File: config.mk
export PLATFORM = sky130hd
export DESIGN_NAME = led_pattern_channel_mixer
export DESIGN_NICKNAME = d
export VERILOG_FILES = /design/src/rtl/lpcm_pkg.sv /design/src/rtl/lpcm_div.sv /design/src/rtl/lpcm_pat_mem.sv /design/src/rtl/led_pattern_channel_mixer.sv
export SDC_FILE = /design/constraint.sdc
export NUM_CORES = 2
export LEC_CHECK = 0
export BUFFER_PORTS_ARGS = -buffer_cell sky130_fd_sc_hd__buf_2
export CAP_MARGIN = 0
export CELL_PAD_IN_SITES_DETAIL_PLACEMENT = 0
export CELL_PAD_IN_SITES_GLOBAL_PLACEMENT = 2
export CORE_ASPECT_RATIO = 1.2
export CORE_MARGIN = 2
export CORE_UTILIZATION = 39
export CTS_CLUSTER_SIZE = 16
export DETAILED_ROUTE_END_ITERATION = 7
export PLACE_DENSITY_LB_ADDON = 0.05
export SYNTH_ARGS = -nofsm -noshare
export SYNTH_HDL_FRONTEND = slang
export SYNTH_SLANG_ARGS = --single-unit
export TNS_END_PERCENT = 1
File: constraint.sdc
create_clock -name clock -period 11.3 [get_ports clock]
set_input_delay 2.26 -clock clock [delete_from_list [all_inputs] [get_ports clock]]
set_output_delay 2.26 -clock clock [all_outputs]
set_load 0.02 [all_outputs]
File: src/rtl/lpcm_pkg.sv
`timescale 1ns / 1ps
// ----------------------------------------------------------------------------
// LED pattern channel mixer package
// Shared constants, types and the level lookup table.
// ----------------------------------------------------------------------------
package lpcm_pkg;

   localparam int LPCM_CHANNELS      = 4;
   localparam int LPCM_PATTERN_DEPTH = 256;

   localparam int DIV_W = 32;

   localparam logic [1:0] OP_TICK  = 2'd0;
   localparam logic [1:0] OP_START = 2'd1;
   localparam logic [1:0] OP_WRITE = 2'd2;

   localparam logic CSR_LED_ENABLE = 1'b0;
   localparam logic CSR_DRIVE_MODE = 1'b1;

   localparam logic [7:0] BINARY_THRESHOLD = 8'd128;

   typedef struct packed {
      logic [31:0] start;
      logic [31:0] period;
      logic [15:0] elem;
      logic [7:0]  loops;
      logic [7:0]  scale;
      logic [7:0]  base;
      logic [6:0]  length;
   } chan_entry_type;

   typedef struct packed {
      logic             go;
      logic [DIV_W-1:0] dividend;
      logic [DIV_W-1:0] divisor;
   } div_req_type;

   typedef struct packed {
      logic             done;
      logic [DIV_W-1:0] quot;
      logic [DIV_W-1:0] rem;
   } div_rsp_type;

   // 6-bit level scaled to 0..255 with rounding
   function automatic logic [63:0][7:0] build_level_table();
      logic [63:0][7:0] t;
      for (int i = 0; i < 64; i++) begin
         t[i] = 8'((i * 255 + 31) / 63);
      end
      return t;
   endfunction

   localparam logic [63:0][7:0] LEVEL_TABLE = build_level_table();

endpackage

File: src/rtl/lpcm_div.sv
`timescale 1ns / 1ps
// ----------------------------------------------------------------------------
// LED pattern channel mixer divider
// Restoring unsigned divider, one quotient bit per cycle.
// ----------------------------------------------------------------------------
module lpcm_div
   import lpcm_pkg::*;
(
   input  logic        clock,
   input  logic        reset,
   input  div_req_type req,
   output div_rsp_type rsp
);

   localparam int CNT_W = $clog2(DIV_W);

   logic             run_ff, run_in;
   logic             done_ff, done_in;
   logic [CNT_W-1:0] cnt_ff, cnt_in;
   logic [DIV_W-1:0] quot_ff, quot_in;
   logic [DIV_W-1:0] rem_ff, rem_in;
   logic [DIV_W-1:0] den_ff, den_in;
   logic [DIV_W:0]   shifted;
   logic [DIV_W:0]   trial;

   assign shifted = {rem_ff, quot_ff[DIV_W-1]};
   assign trial   = shifted - {1'b0, den_ff};

   always_comb begin
      run_in  = run_ff;
      done_in = 1'b0;
      cnt_in  = cnt_ff;
      quot_in = quot_ff;
      rem_in  = rem_ff;
      den_in  = den_ff;
      if (req.go) begin
         run_in  = 1'b1;
         cnt_in  = CNT_W'(DIV_W - 1);
         quot_in = req.dividend;
         rem_in  = '0;
         den_in  = req.divisor;
      end else if (run_ff) begin
         if (!trial[DIV_W]) begin
            rem_in  = trial[DIV_W-1:0];
            quot_in = {quot_ff[DIV_W-2:0], 1'b1};
         end else begin
            rem_in  = shifted[DIV_W-1:0];
            quot_in = {quot_ff[DIV_W-2:0], 1'b0};
         end
         cnt_in = cnt_ff - CNT_W'(1);
         if (cnt_ff == '0) begin
            run_in  = 1'b0;
            done_in = 1'b1;
         end
      end
   end

   always_ff @(posedge clock) begin
      if (reset) begin
         run_ff  <= 1'b0;
         done_ff <= 1'b0;
      end else begin
         run_ff  <= run_in;
         done_ff <= done_in;
      end
      cnt_ff  <= cnt_in;
      quot_ff <= quot_in;
      rem_ff  <= rem_in;
      den_ff  <= den_in;
   end

   assign rsp.done = done_ff;
   assign rsp.quot = quot_ff;
   assign rsp.rem  = rem_ff;

endmodule

File: src/rtl/lpcm_pat_mem.sv
`timescale 1ns / 1ps
// ----------------------------------------------------------------------------
// LED pattern channel mixer pattern memory
// One write port, one registered read port.
// ----------------------------------------------------------------------------
module lpcm_pat_mem
   import lpcm_pkg::*;
#(
   parameter int DEPTH = LPCM_PATTERN_DEPTH,
   parameter int AW    = $clog2(LPCM_PATTERN_DEPTH)
) (
   input  logic          clock,
   input  logic          wr_en,
   input  logic [AW-1:0] wr_addr,
   input  logic [7:0]    wr_data,
   input  logic [AW-1:0] rd_addr,
   output logic [7:0]    rd_data
);

   logic [7:0] mem [DEPTH];
   logic [7:0] rd_data_ff;

   always_ff @(posedge clock) begin
      if (wr_en) begin
         mem[wr_addr] <= wr_data;
      end
      rd_data_ff <= mem[rd_addr];
   end

   assign rd_data = rd_data_ff;

endmodule

File: src/rtl/led_pattern_channel_mixer.sv
`timescale 1ns / 1ps
// ----------------------------------------------------------------------------
// LED pattern channel mixer
// Start and write items are taken while idle and leave the block idle. A
// tick walks the channels one at a time; an active channel waits on the
// shared divider for each divide (loop, element and interpolation). The
// result strobes once, registered from S_DONE after the last channel; busy
// stays high until then and the receiver cannot stall it. Synchronous reset
// clears the active bits, drive mode, last value and strobe, sets LED enable.
// ----------------------------------------------------------------------------
module led_pattern_channel_mixer
   import lpcm_pkg::*;
#(
   parameter int CHANNELS      = LPCM_CHANNELS,
   parameter int PATTERN_DEPTH = LPCM_PATTERN_DEPTH
) (
   input  logic        clock,
   input  logic        reset,
   input  logic        start,
   output logic        busy,
   input  logic [1:0]  req_op,
   input  logic [31:0] req_time_ms,
   input  logic [1:0]  req_channel,
   input  logic [7:0]  req_brightness,
   input  logic [7:0]  req_pattern_base,
   input  logic [6:0]  req_pattern_len,
   input  logic [15:0] req_element_time,
   input  logic [7:0]  req_loop_count,
   input  logic [31:0] req_loop_time,
   input  logic [7:0]  req_mem_addr,
   input  logic [7:0]  req_mem_word,
   output logic        rsp_valid,
   output logic [7:0]  rsp_led_value,
   output logic [7:0]  rsp_drive_level,
   output logic        rsp_changed,
   input  logic        csr_wr_en,
   input  logic        csr_index,
   input  logic        csr_wr_data
);

   // Channel index width; pattern depth is a power of two so addresses wrap
   // by dropping upper bits.
   localparam int CW = (CHANNELS > 1) ? $clog2(CHANNELS) : 1;
   localparam int AW = $clog2(PATTERN_DEPTH);

   localparam logic [3:0] S_IDLE  = 4'd0;
   localparam logic [3:0] S_RD    = 4'd1;
   localparam logic [3:0] S_CHK   = 4'd2;
   localparam logic [3:0] S_DIVP  = 4'd3;
   localparam logic [3:0] S_DIVE  = 4'd4;
   localparam logic [3:0] S_WAIT1 = 4'd5;
   localparam logic [3:0] S_WORD  = 4'd6;
   localparam logic [3:0] S_WAIT2 = 4'd7;
   localparam logic [3:0] S_NEXT  = 4'd8;
   localparam logic [3:0] S_MUL   = 4'd9;
   localparam logic [3:0] S_SUM   = 4'd10;
   localparam logic [3:0] S_DIVI  = 4'd11;
   localparam logic [3:0] S_SCALE = 4'd12;
   localparam logic [3:0] S_FIN   = 4'd13;
   localparam logic [3:0] S_DONE  = 4'd14;

   // Control state
   logic [3:0]          state_ff, state_in;
   logic [CW-1:0]       c_ff, c_in;
   logic [CHANNELS-1:0] active_ff, active_in;
   logic                led_enable_ff;
   logic                drive_mode_ff;
   logic [7:0]          last_ff, last_in;
   logic                rsp_valid_ff, rsp_valid_in;
   div_req_type         div_req_ff, div_req_in;

   // Working data for the channel under evaluation
   logic [31:0]    now_ff, now_in;
   chan_entry_type cur_ff, cur_in;
   logic [31:0]    diff_ff, diff_in;
   logic [6:0]     idx_ff, idx_in;
   logic [15:0]    frac_ff, frac_in;
   logic [7:0]     word_ff, word_in;
   logic [7:0]     val_ff, val_in;
   logic [7:0]     v2_ff, v2_in;
   logic [23:0]    prod_a_ff, prod_a_in;
   logic [23:0]    prod_b_ff, prod_b_in;
   logic [15:0]    sprod_ff, sprod_in;
   logic [7:0]     mix_ff, mix_in;
   logic [AW-1:0]  pat_addr_ff, pat_addr_in;
   logic [7:0]     led_ff, led_in;
   logic [7:0]     drive_ff, drive_in;
   logic           changed_ff, changed_in;

   // Channel memory
   chan_entry_type chan_mem [CHANNELS];
   chan_entry_type chan_rd_ff;
   logic           cwr_en;
   logic [CW-1:0]  cwr_addr;
   chan_entry_type cwr_data;

   // Pattern memory ports
   logic          pwr_en;
   logic [AW-1:0] pwr_addr;
   logic [7:0]    pat_rd;

   div_rsp_type div_rsp;

   logic          accept;
   logic [CW-1:0] start_chan;
   logic [31:0]   mem_addr_wide;
   logic          adv;
   logic          stop;
   logic [15:0]   wfrac;
   logic [15:0]   qsum;
   logic [7:0]    scaled;
   logic [31:0]   addr_sum;

   assign busy   = (state_ff != S_IDLE);
   assign accept = start && !busy;

   // Clamp out-of-range channel numbers to the last channel
   always_comb begin
      if (32'(req_channel) >= CHANNELS) begin
         start_chan = CW'(CHANNELS - 1);
      end else begin
         start_chan = CW'(req_channel);
      end
   end

   assign mem_addr_wide = {24'b0, req_mem_addr};
   assign pwr_en   = accept && (req_op == OP_WRITE);
   assign pwr_addr = mem_addr_wide[AW-1:0];

   lpcm_pat_mem #(
      .DEPTH (PATTERN_DEPTH),
      .AW    (AW)
   ) u_pat_mem (
      .clock   (clock),
      .wr_en   (pwr_en),
      .wr_addr (pwr_addr),
      .wr_data (req_mem_word),
      .rd_addr (pat_addr_ff),
      .rd_data (pat_rd)
   );

   lpcm_div u_div (
      .clock (clock),
      .reset (reset),
      .req   (div_req_ff),
      .rsp   (div_rsp)
   );

   // Helpers for the datapath steps
   assign wfrac    = cur_ff.elem - frac_ff;
   assign qsum     = sprod_ff + 16'd1 + (sprod_ff >> 8);
   assign scaled   = qsum[15:8];
   assign addr_sum = {24'b0, cur_ff.base} + div_rsp.quot;

   // Sequencer: walk the channels, read-modify-write the channel memory
   always_comb begin
      state_in     = state_ff;
      c_in         = c_ff;
      active_in    = active_ff;
      last_in      = last_ff;
      rsp_valid_in = 1'b0;
      div_req_in   = div_req_ff;
      div_req_in.go = 1'b0;
      now_in       = now_ff;
      cur_in       = cur_ff;
      diff_in      = diff_ff;
      idx_in       = idx_ff;
      frac_in      = frac_ff;
      word_in      = word_ff;
      val_in       = val_ff;
      v2_in        = v2_ff;
      prod_a_in    = prod_a_ff;
      prod_b_in    = prod_b_ff;
      sprod_in     = sprod_ff;
      mix_in       = mix_ff;
      pat_addr_in  = pat_addr_ff;
      led_in       = led_ff;
      drive_in     = drive_ff;
      changed_in   = changed_ff;
      cwr_en       = 1'b0;
      cwr_addr     = c_ff;
      cwr_data     = cur_ff;
      adv          = 1'b0;
      stop         = 1'b0;

      case (state_ff)
         S_IDLE: begin
            if (accept && (req_op == OP_TICK)) begin
               now_in   = req_time_ms;
               c_in     = '0;
               mix_in   = '0;
               state_in = S_RD;
            end else if (accept && (req_op == OP_START)) begin
               // Load the channel; zero times count as one
               cwr_en          = 1'b1;
               cwr_addr        = start_chan;
               cwr_data.start  = req_time_ms;
               cwr_data.period = (req_loop_time != '0) ? req_loop_time : 32'd1;
               cwr_data.elem   = (req_element_time != '0) ? req_element_time : 16'd1;
               cwr_data.loops  = req_loop_count;
               cwr_data.scale  = req_brightness;
               cwr_data.base   = req_pattern_base;
               cwr_data.length = req_pattern_len;
               active_in[start_chan] = 1'b1;
            end
         end
         S_RD: begin
            state_in = S_CHK;
         end
         S_CHK: begin
            cur_in  = chan_rd_ff;
            diff_in = now_ff - chan_rd_ff.start;
            if (!active_ff[c_ff]) begin
               adv = 1'b1;
            end else if (diff_in >= chan_rd_ff.period) begin
               div_req_in = '{go: 1'b1, dividend: diff_in, divisor: chan_rd_ff.period};
               state_in   = S_DIVP;
            end else begin
               div_req_in = '{go: 1'b1, dividend: diff_in,
                              divisor: {16'b0, chan_rd_ff.elem}};
               state_in   = S_DIVE;
            end
         end
         S_DIVP: begin
            if (div_rsp.done) begin
               if ((cur_ff.loops != '0) && ({24'b0, cur_ff.loops} <= div_rsp.quot)) begin
                  // Loops used up: retire
                  active_in[c_ff] = 1'b0;
                  adv = 1'b1;
               end else begin
                  if (cur_ff.loops != '0) begin
                     cur_in.loops = cur_ff.loops - div_rsp.quot[7:0];
                  end
                  // Drop whole periods: span = diff - remainder
                  cur_in.start = cur_ff.start + (diff_ff - div_rsp.rem);
                  diff_in      = div_rsp.rem;
                  div_req_in   = '{go: 1'b1, dividend: div_rsp.rem,
                                   divisor: {16'b0, cur_ff.elem}};
                  state_in     = S_DIVE;
               end
            end
         end
         S_DIVE: begin
            if (div_rsp.done) begin
               cwr_en = 1'b1;
               if (div_rsp.quot >= {25'b0, cur_ff.length}) begin
                  // Past the pattern end: nothing to add
                  if (cur_ff.loops == 8'd1) begin
                     active_in[c_ff] = 1'b0;
                  end
                  adv = 1'b1;
               end else begin
                  idx_in      = div_rsp.quot[6:0];
                  frac_in     = div_rsp.rem[15:0];
                  pat_addr_in = addr_sum[AW-1:0];
                  state_in    = S_WAIT1;
               end
            end
         end
         S_WAIT1: begin
            state_in = S_WORD;
         end
         S_WORD: begin
            word_in = pat_rd;
            val_in  = LEVEL_TABLE[pat_rd[5:0]];
            if (pat_rd[6] && (({1'b0, idx_ff} + 8'd1) < {1'b0, cur_ff.length})) begin
               pat_addr_in = pat_addr_ff + AW'(1);
               state_in    = S_WAIT2;
            end else begin
               state_in = S_SCALE;
            end
         end
         S_WAIT2: begin
            state_in = S_NEXT;
         end
         S_NEXT: begin
            v2_in    = LEVEL_TABLE[pat_rd[5:0]];
            state_in = S_MUL;
         end
         S_MUL: begin
            prod_a_in = 24'(wfrac) * 24'(val_ff);
            prod_b_in = 24'(frac_ff) * 24'(v2_ff);
            state_in  = S_SUM;
         end
         S_SUM: begin
            div_req_in = '{go: 1'b1,
                           dividend: 32'(prod_a_ff) + 32'(prod_b_ff)
                                     + 32'(cur_ff.elem >> 1),
                           divisor: {16'b0, cur_ff.elem}};
            state_in   = S_DIVI;
         end
         S_DIVI: begin
            if (div_rsp.done) begin
               val_in   = div_rsp.quot[7:0];
               state_in = S_SCALE;
            end
         end
         S_SCALE: begin
            sprod_in = 16'(val_ff) * 16'(cur_ff.scale) + 16'd128;
            state_in = S_FIN;
         end
         S_FIN: begin
            // Divide by 255 through the reciprocal identity
            if (scaled > mix_ff) begin
               mix_in = scaled;
            end
            stop = word_ff[7];
            adv  = 1'b1;
         end
         S_DONE: begin
            led_in     = mix_ff;
            changed_in = (mix_ff != last_ff);
            last_in    = mix_ff;
            if (!led_enable_ff) begin
               drive_in = '0;
            end else if (drive_mode_ff) begin
               drive_in = (mix_ff >= BINARY_THRESHOLD) ? 8'd1 : 8'd0;
            end else begin
               drive_in = mix_ff;
            end
            rsp_valid_in = 1'b1;
            state_in     = S_IDLE;
         end
         default: begin
            state_in = S_IDLE;
         end
      endcase

      // Advance to the next channel or finish the walk
      if (adv) begin
         if (stop || (c_ff == CW'(CHANNELS - 1))) begin
            state_in = S_DONE;
         end else begin
            c_in     = c_ff + CW'(1);
            state_in = S_RD;
         end
      end
   end

   always_ff @(posedge clock) begin
      if (cwr_en) begin
         chan_mem[cwr_addr] <= cwr_data;
      end
      chan_rd_ff <= chan_mem[c_ff];
   end

   always_ff @(posedge clock) begin
      if (reset) begin
         state_ff      <= S_IDLE;
         c_ff          <= '0;
         active_ff     <= '0;
         led_enable_ff <= 1'b1;
         drive_mode_ff <= 1'b0;
         last_ff       <= '0;
         rsp_valid_ff  <= 1'b0;
         div_req_ff    <= '0;
      end else begin
         state_ff     <= state_in;
         c_ff         <= c_in;
         active_ff    <= active_in;
         last_ff      <= last_in;
         rsp_valid_ff <= rsp_valid_in;
         div_req_ff   <= div_req_in;
         if (csr_wr_en) begin
            case (csr_index)
               CSR_LED_ENABLE: led_enable_ff <= csr_wr_data;
               CSR_DRIVE_MODE: drive_mode_ff <= csr_wr_data;
               default: ;
            endcase
         end
      end
      now_ff      <= now_in;
      cur_ff      <= cur_in;
      diff_ff     <= diff_in;
      idx_ff      <= idx_in;
      frac_ff     <= frac_in;
      word_ff     <= word_in;
      val_ff      <= val_in;
      v2_ff       <= v2_in;
      prod_a_ff   <= prod_a_in;
      prod_b_ff   <= prod_b_in;
      sprod_ff    <= sprod_in;
      mix_ff      <= mix_in;
      pat_addr_ff <= pat_addr_in;
      led_ff      <= led_in;
      drive_ff    <= drive_in;
      changed_ff  <= changed_in;
   end

   assign rsp_valid       = rsp_valid_ff;
   assign rsp_led_value   = led_ff;
   assign rsp_drive_level = drive_ff;
   assign rsp_changed     = changed_ff;

endmodule

# Word level (Yosys, flattened, before mapping)
# Memories as Yosys holds them, arrays and structs flattened. A register that Yosys moved wholly into a read port is not among the register bits.
# Index checks and enable logic that the tools add are counted.
[totals]
register_bits = 508
ramBits = 2492
mem_bits_ro = 512
in_bits = 137
output_inout_bits = 19
elab_cells = 245
mem_count = 3
[classes]
add_sub_neg = 16
mul = 3
order_cmp = 11
eq_ne = 42
mux = 89
n_bitwise = 6
reduce_logical = 37
[mem_list]
columns = ["name", "depth", "word_bits", "read_ports", "rd_ports_with_merged_regs", "wr", "line_no", "rtl"]
rows = [
  ["u_pat_mem.mem", 256, 8, 1, 1, 1, "lpcm_pat_mem.sv:20", "logic [7:0] mem [DEPTH];"],
  ["(no name shown)", 64, 8, 1, 0, 0, "led_pattern_channel_mixer.sv:277", "v2_in = LEVEL_TABLE[pat_rd[5:0]];"],
  ["chan_mem", 4, 111, 1, 1, 1, "led_pattern_channel_mixer.sv:91", "chan_entry_type chan_mem [CHANNELS];"],
]
[ops]
columns = ["operator", "count"]
rows = [
  ["$mux W111", 3],
  ["$mux W32", 9],
  ["$mux W65", 3],
  ["$pmux W65 S3", 1],
  ["$pmux W32 S2", 2],
  ["$mux W8", 11],
  ["$mux W4", 17],
  ["$pmux W8 S2", 4],
  ["$sub A32 B32 Y32", 2],
  ["$pmux W4 S14", 1],
  ["$mul A16 B8 Y24", 2],
  ["$sub A33 B32 Y33", 1],
  ["$add A32 B32 Y32", 1],
  ["$ge A32 B32 Y1", 1],
  ["$ge A32 B7 Y1", 1],
  ["$le A8 B32 Y1", 1],
  ["$reduce_bool A32 Y1", 1],
  ["$eq A4 B4 Y1 const B", 7],
  ["$add A25 B15 Y26", 1],
  ["$ne A2 B2 Y1 const B", 13],
  ["$add A24 B24 Y25", 1],
  ["$mux W1", 23],
  ["$add A16 B1 Y16 const B", 1],
  ["$add A16 B8 Y16", 1],
  ["53 further kinds", 96],
]

# Depth between registers and ports, before layout
[depth]
word_depth = 10
depth_mapped = 27
ltp_nobuf = 27

# Cells and area by module
# Synthesis repeated with hierarchy kept, for this count alone.
[hier_totals]
hier_cells = 8754
hier_area_um2 = 138472.8
[modules_own_cells]
columns = ["module", "n_inst", "cells_each", "area_per_inst_um2", "seq_area_each_um2"]
rows = [
  ["lpcm_pat_mem", 1, 3733, 79556.3, 61659.1],
  ["led_pattern_channel_mixer", 1, 4436, 52907.0, 26615.5],
  ["lpcm_div", 1, 585, 6009.5, 2702.6],
]

# Least setup slack after synthesis
# No wires, ideal clock.
[synth_path]
kind = "register -> register"
startpoint = "reg c_ff[0]"
endpoint = "mem chan_mem[1][0] in the netlist's numbering (enable)"
setup_ns = 0.749
arrival_time_ns = 9.542
required_time_ns = 10.551
path_slack_ns = 1.008
stages_incl_launch_ff = 5
n_path_buf = 2
period_less_slack_ns = 10.292
path_cell_list = "dfxtp_1 clkbuf_1 clkbuf_1 inv_1 o32ai_1"
[synth_via]
elab_chain_cells = 3
[synth_rtl]
columns = ["item", "line_no", "rtl"]
rows = [
  ["start: declaration", "led_pattern_channel_mixer.sv:64", "logic [CW-1:0] c_ff, c_in;"],
  ["start signal: assignment", "led_pattern_channel_mixer.sv:359", "c_ff <= c_in;"],
  ["$mux W2", "led_pattern_channel_mixer.sv:193", "end else if (accept && (req_op == OP_START)) begin"],
  ["$mux W2", "led_pattern_channel_mixer.sv:188", "if (accept && (req_op == OP_TICK)) begin"],
  ["$mux W2 (*)", "led_pattern_channel_mixer.sv:186", "case (state_ff)"],
  ["end: declaration", "led_pattern_channel_mixer.sv:91", ""],
]
# Every way passes the cells marked *; elsewhere a longest branch is shown, timed or not.

# Worst setup path in the final report
[layout_path]
startpoint = "reg frac_ff[0]"
endpoint = "reg prod_a_ff[23] (data pin)"
[layout_via]
elab_chain_cells = 2
[layout_rtl]
columns = ["item", "line_no", "rtl"]
rows = [
  ["start: declaration", "led_pattern_channel_mixer.sv:77", "logic [15:0] frac_ff, frac_in;"],
  ["start signal: assignment", "led_pattern_channel_mixer.sv:376", "frac_ff <= frac_in;"],
  ["$sub A16 B16 Y16", "led_pattern_channel_mixer.sv:150", "assign wfrac = cur_ff.elem - frac_ff;"],
  ["$mul A16 B8 Y24", "led_pattern_channel_mixer.sv:281", "prod_a_in = 24'(wfrac) * 24'(val_ff);"],
  ["end signal: assignment", "led_pattern_channel_mixer.sv:380", "prod_a_ff <= prod_a_in;"],
  ["end: declaration", "led_pattern_channel_mixer.sv:81", "logic [23:0] prod_a_ff, prod_a_in;"],
]
# Every way passes these cells.
# A chain may end at the register's enable or synchronous reset.

==> results.cfg <==
[placed_design]
place_area_um2 = 144000
gp_routability_congestion = 0.819
io_buffer_count = 155
detailedPlace.worstSlack_ns = 3.04
dp_cells = 12800
dp_hpwl_um = 258000

[global_routing]
grt.overflow.total = 0
grt_pass1_vias = 77100
grt_start_max_net_pins = 177
total_routing_resource_utilization_after_global_routing = 0.219
antenna_found_initial = 18
grt_pass1_wl_um = 567000

[clocking]
cts.root.buffer_cell = clkbuf_16
cts_buffers = 333
hold_buffers = 0
htreeDepth = 5
source_to_sink_clock_delay_at_the_later_pin_of_the_worst_skew_pair_ns = 0.94
cts_tree = yes
postCtsSetupBuffers = 0
ctsLongestPathBuffers = 4
cts.sinks = 3111
postcts_resize_cnt = 0
clkSlewWorstSetupHoldPaths_ns = 0.07

[synth]
postSynthAreaPerCell_um2 = 16.8
ys_async_sr_fraction = 0
netlist_instances = 8201
ys_types = 84
synth_enable_flop_cells = 2867
syn_area_um2 = 137000
synth.ff_latch_count = 3111
synth_ff_type = edfxtp_1
synth.net_count = 8946
synth_seq_area_share = 0.662
synth_warnings = 0

[timing]
worst_clock_skew_ns = 0.0545
report.final.hold_viol_count = 0
finalCritPeriodShare = 0.733
timing_max_transition_violations_final = 0
final.setup.worst_slack_ns = 3.02
final_period_minus_worst_setup_slack_ns = 8.28
setup_viol = 0
fin_tns_setup_ns = 0
fmaxAchievable_mhz = 121
worst_slew_pin_slew_ns = 1.31
rsz0062_at_grt = false
maxSlewHeadroom = 0.126

[run_status]
outcome = complete, no violations

[route]
routed.top_layer = met5
routedLengthMet1_um = 158000
viasPerCell = 5.43
drt_first_iter_violations = 5344
drt_pre_antenna_iters = 6
ant_nets = 0
post-route-drc-count = 0
via_count = 72900
routedWlPerCell_um = 29.2
met3_length_um = 13400
wl_um = 393000
route.met2.wl_um = 209000

[setup_path]
cp-end-kind = register
crit_path_start_kind = register
path_class = reg -> reg
critical-path-max-stage-delay_ns = 0.65
r2r_cells = 26
cp_max_fo = 8
beginning_of_the_worst_register_to_register_path = frac_ff[0]
crit_path_frequent_cell = fa_1
worst-endpoint-arrival_ns = 8.91
worst_path_max_delay_cell = xnor2_1
startpoint = frac_ff[0]
critPathRequiredTime_ns = 11.93

[die]
effective_utilization_at_floorplan = 0.392
core_region_area_um2 = 350000
die_w_um = 546
num_rows = 238
die_height_um = 654
die_area_um2 = 357000
top_level_ports = 156

[worst_hold_path]
hold_path.class = reg -> reg
holdPathStages = 0
worstHoldStart = chan_rd_ff[9]

[final_layout]
stdcell_area_um2 = 155000
final-instance-count-excl-fill = 13400
fraction_of_layout_instances_using_a_drive_strength_above_1 = 0.189
area_growth_syn_to_layout_pct = 12.6
fin_nets = 9222
num-fill-cells = 30900

[flow_run]
timing.max_cap.violations = 0

[pwr]
clock_power_share = 0.362
net-switching-power_w = 0.00849
share_seq_of_total_power = 0.449
comb_power_share = 0.190
internal-power_w = 0.0214
vdd_drop_max_mv = 0.124
p_per_area_nw_per_um2 = 193
swShare = 0.285
power.leakage_nw = 52.8
## routing by layer
layer	global-route usage	vias up
li1	-	32100
met1	0.272	38800
met2	0.403	1531
met3	0.0232	486
met4	0.0621	6
met5	0	-
## through the flow
stage	power, W	hold WS, ns	util
after floorplan	0.0173	0.386	-
after global placement	0.0194	0.386	0.411
after detailed placement	0.0194	0.389	0.411
after CTS	0.0303	0.402	0.441
after global routing	0.0313	0.401	0.441
final	0.0299	0.399	0.442
## worst max-delay path: cells and delay by family, from the launching register on
kind / cells / cell delay [ns]
buffers and inverters: 3 / 0.14
adders and majority gates: 7 / 2.97
and+or+nand+nor: 5 / 1.00
DFF: 1 / 0.49
AOI/OAI and AO/OA: 9 / 2.61
xor gates and xnor gates: 2 / 0.77
## layout make-up
type / instances / area (um^2) / area share
diodes: 5 / 12.5 / 0.0000809
flip-flops and latches: 3111 / 91000 / 0.588
well taps: 4680 / 5860 / 0.0378
clock inverters: 199 / 1830 / 0.0118
inverters: 556 / 2090 / 0.0135
repair buffers: 296 / 2020 / 0.0130
clock buffers: 410 / 8840 / 0.0571
multi-input cells: 4179 / 43100 / 0.279
## registers in the layout, summed over array words and instances (netlist names), 65 cells and up
register	flops
cur_ff	111
u_pat_mem.mem	2048
chan_mem	444
div_req_ff	65
chan_rd_ff	111
## Yosys cell counts, types with 26 or more instances
| cell type | count | area (um^2) |
|---|---|---|
| fa_1 | 257 | 5140 |
| and2_1 | 201 | 1260 |
| mux2i_1 | 42 | 420 |
| ha_1 | 351 | 4390 |
| dfxtp_1 | 244 | 4880 |
| o21a_1 | 40 | 300 |
| nand3_1 | 89 | 445 |
| a31oi_1 | 31 | 194 |
| xnor2_1 | 129 | 1130 |
| nand2b_1 | 38 | 238 |
| nand2_1 | 564 | 2120 |
| a21oi_1 | 193 | 966 |
| mux4_2 | 778 | 17500 |
| buf_1 | 40 | 150 |
| nor2_1 | 484 | 1820 |
| nand4_1 | 26 | 163 |
| edfxtp_1 | 2867 | 86100 |
| o21ai_0 | 231 | 1160 |
| a22o_1 | 35 | 307 |
| a21o_1 | 82 | 616 |
| buf_2 | 55 | 275 |
| mux2_2 | 30 | 338 |
| nor3_1 | 51 | 255 |
| nor2b_1 | 65 | 407 |
| inv_1 | 553 | 2080 |
| a222oi_1 | 26 | 260 |
| nor4_1 | 26 | 163 |
| a211oi_1 | 57 | 428 |
| clkbuf_1 | 255 | 957 |
| xor2_1 | 72 | 631 |
## cells by family after synthesis
family,share of synthesized area
buffers and inverters,0.0256
AOI/OAI and AO/OA,0.0423
and+or+nand+nor,0.0546
muxes,0.133
DFF,0.662
adders and majority gates,0.0694
xor gates and xnor gates,0.0128
## final timing paths
path / to / slack (ns)
worst max-delay path: prod_a_ff[23] / 3.02
worst min-delay path: cur_ff[9] / 0.40
worst max register to register: prod_a_ff[23] / 3.02
worst min register to register: cur_ff[9] / 0.40
## cell usage in the layout, fill, tap and decap left out, drive strengths merged, types with 72 or more instances in the layout
| cell | count |
|---|---|
| edfxtp | 2867 |
| mux4 | 778 |
| inv | 568 |
| nand2 | 564 |
| nor2 | 484 |
| clkbuf | 418 |
| ha | 351 |
| buf | 288 |
| fa | 257 |
| dfxtp | 244 |
| o21ai | 235 |
| and2 | 201 |
| a21oi | 193 |
| clkinv | 146 |
| xnor2 | 129 |
| nand3 | 89 |
| a21o | 82 |
| xor2 | 72 |
## power by group through the flow
stage	registers, W	clock network [W]	logic (W)
after global routing	0.0134	0.0115	0.00635
after floorplan	0.0135	0	0.00388
final	0.0134	0.0108	0.00566
after CTS	0.0134	0.0111	0.00578
after global placement	0.0137	0	0.00573
after detailed placement	0.0137	0	0.00573
(Power assumes the default switching activity.)
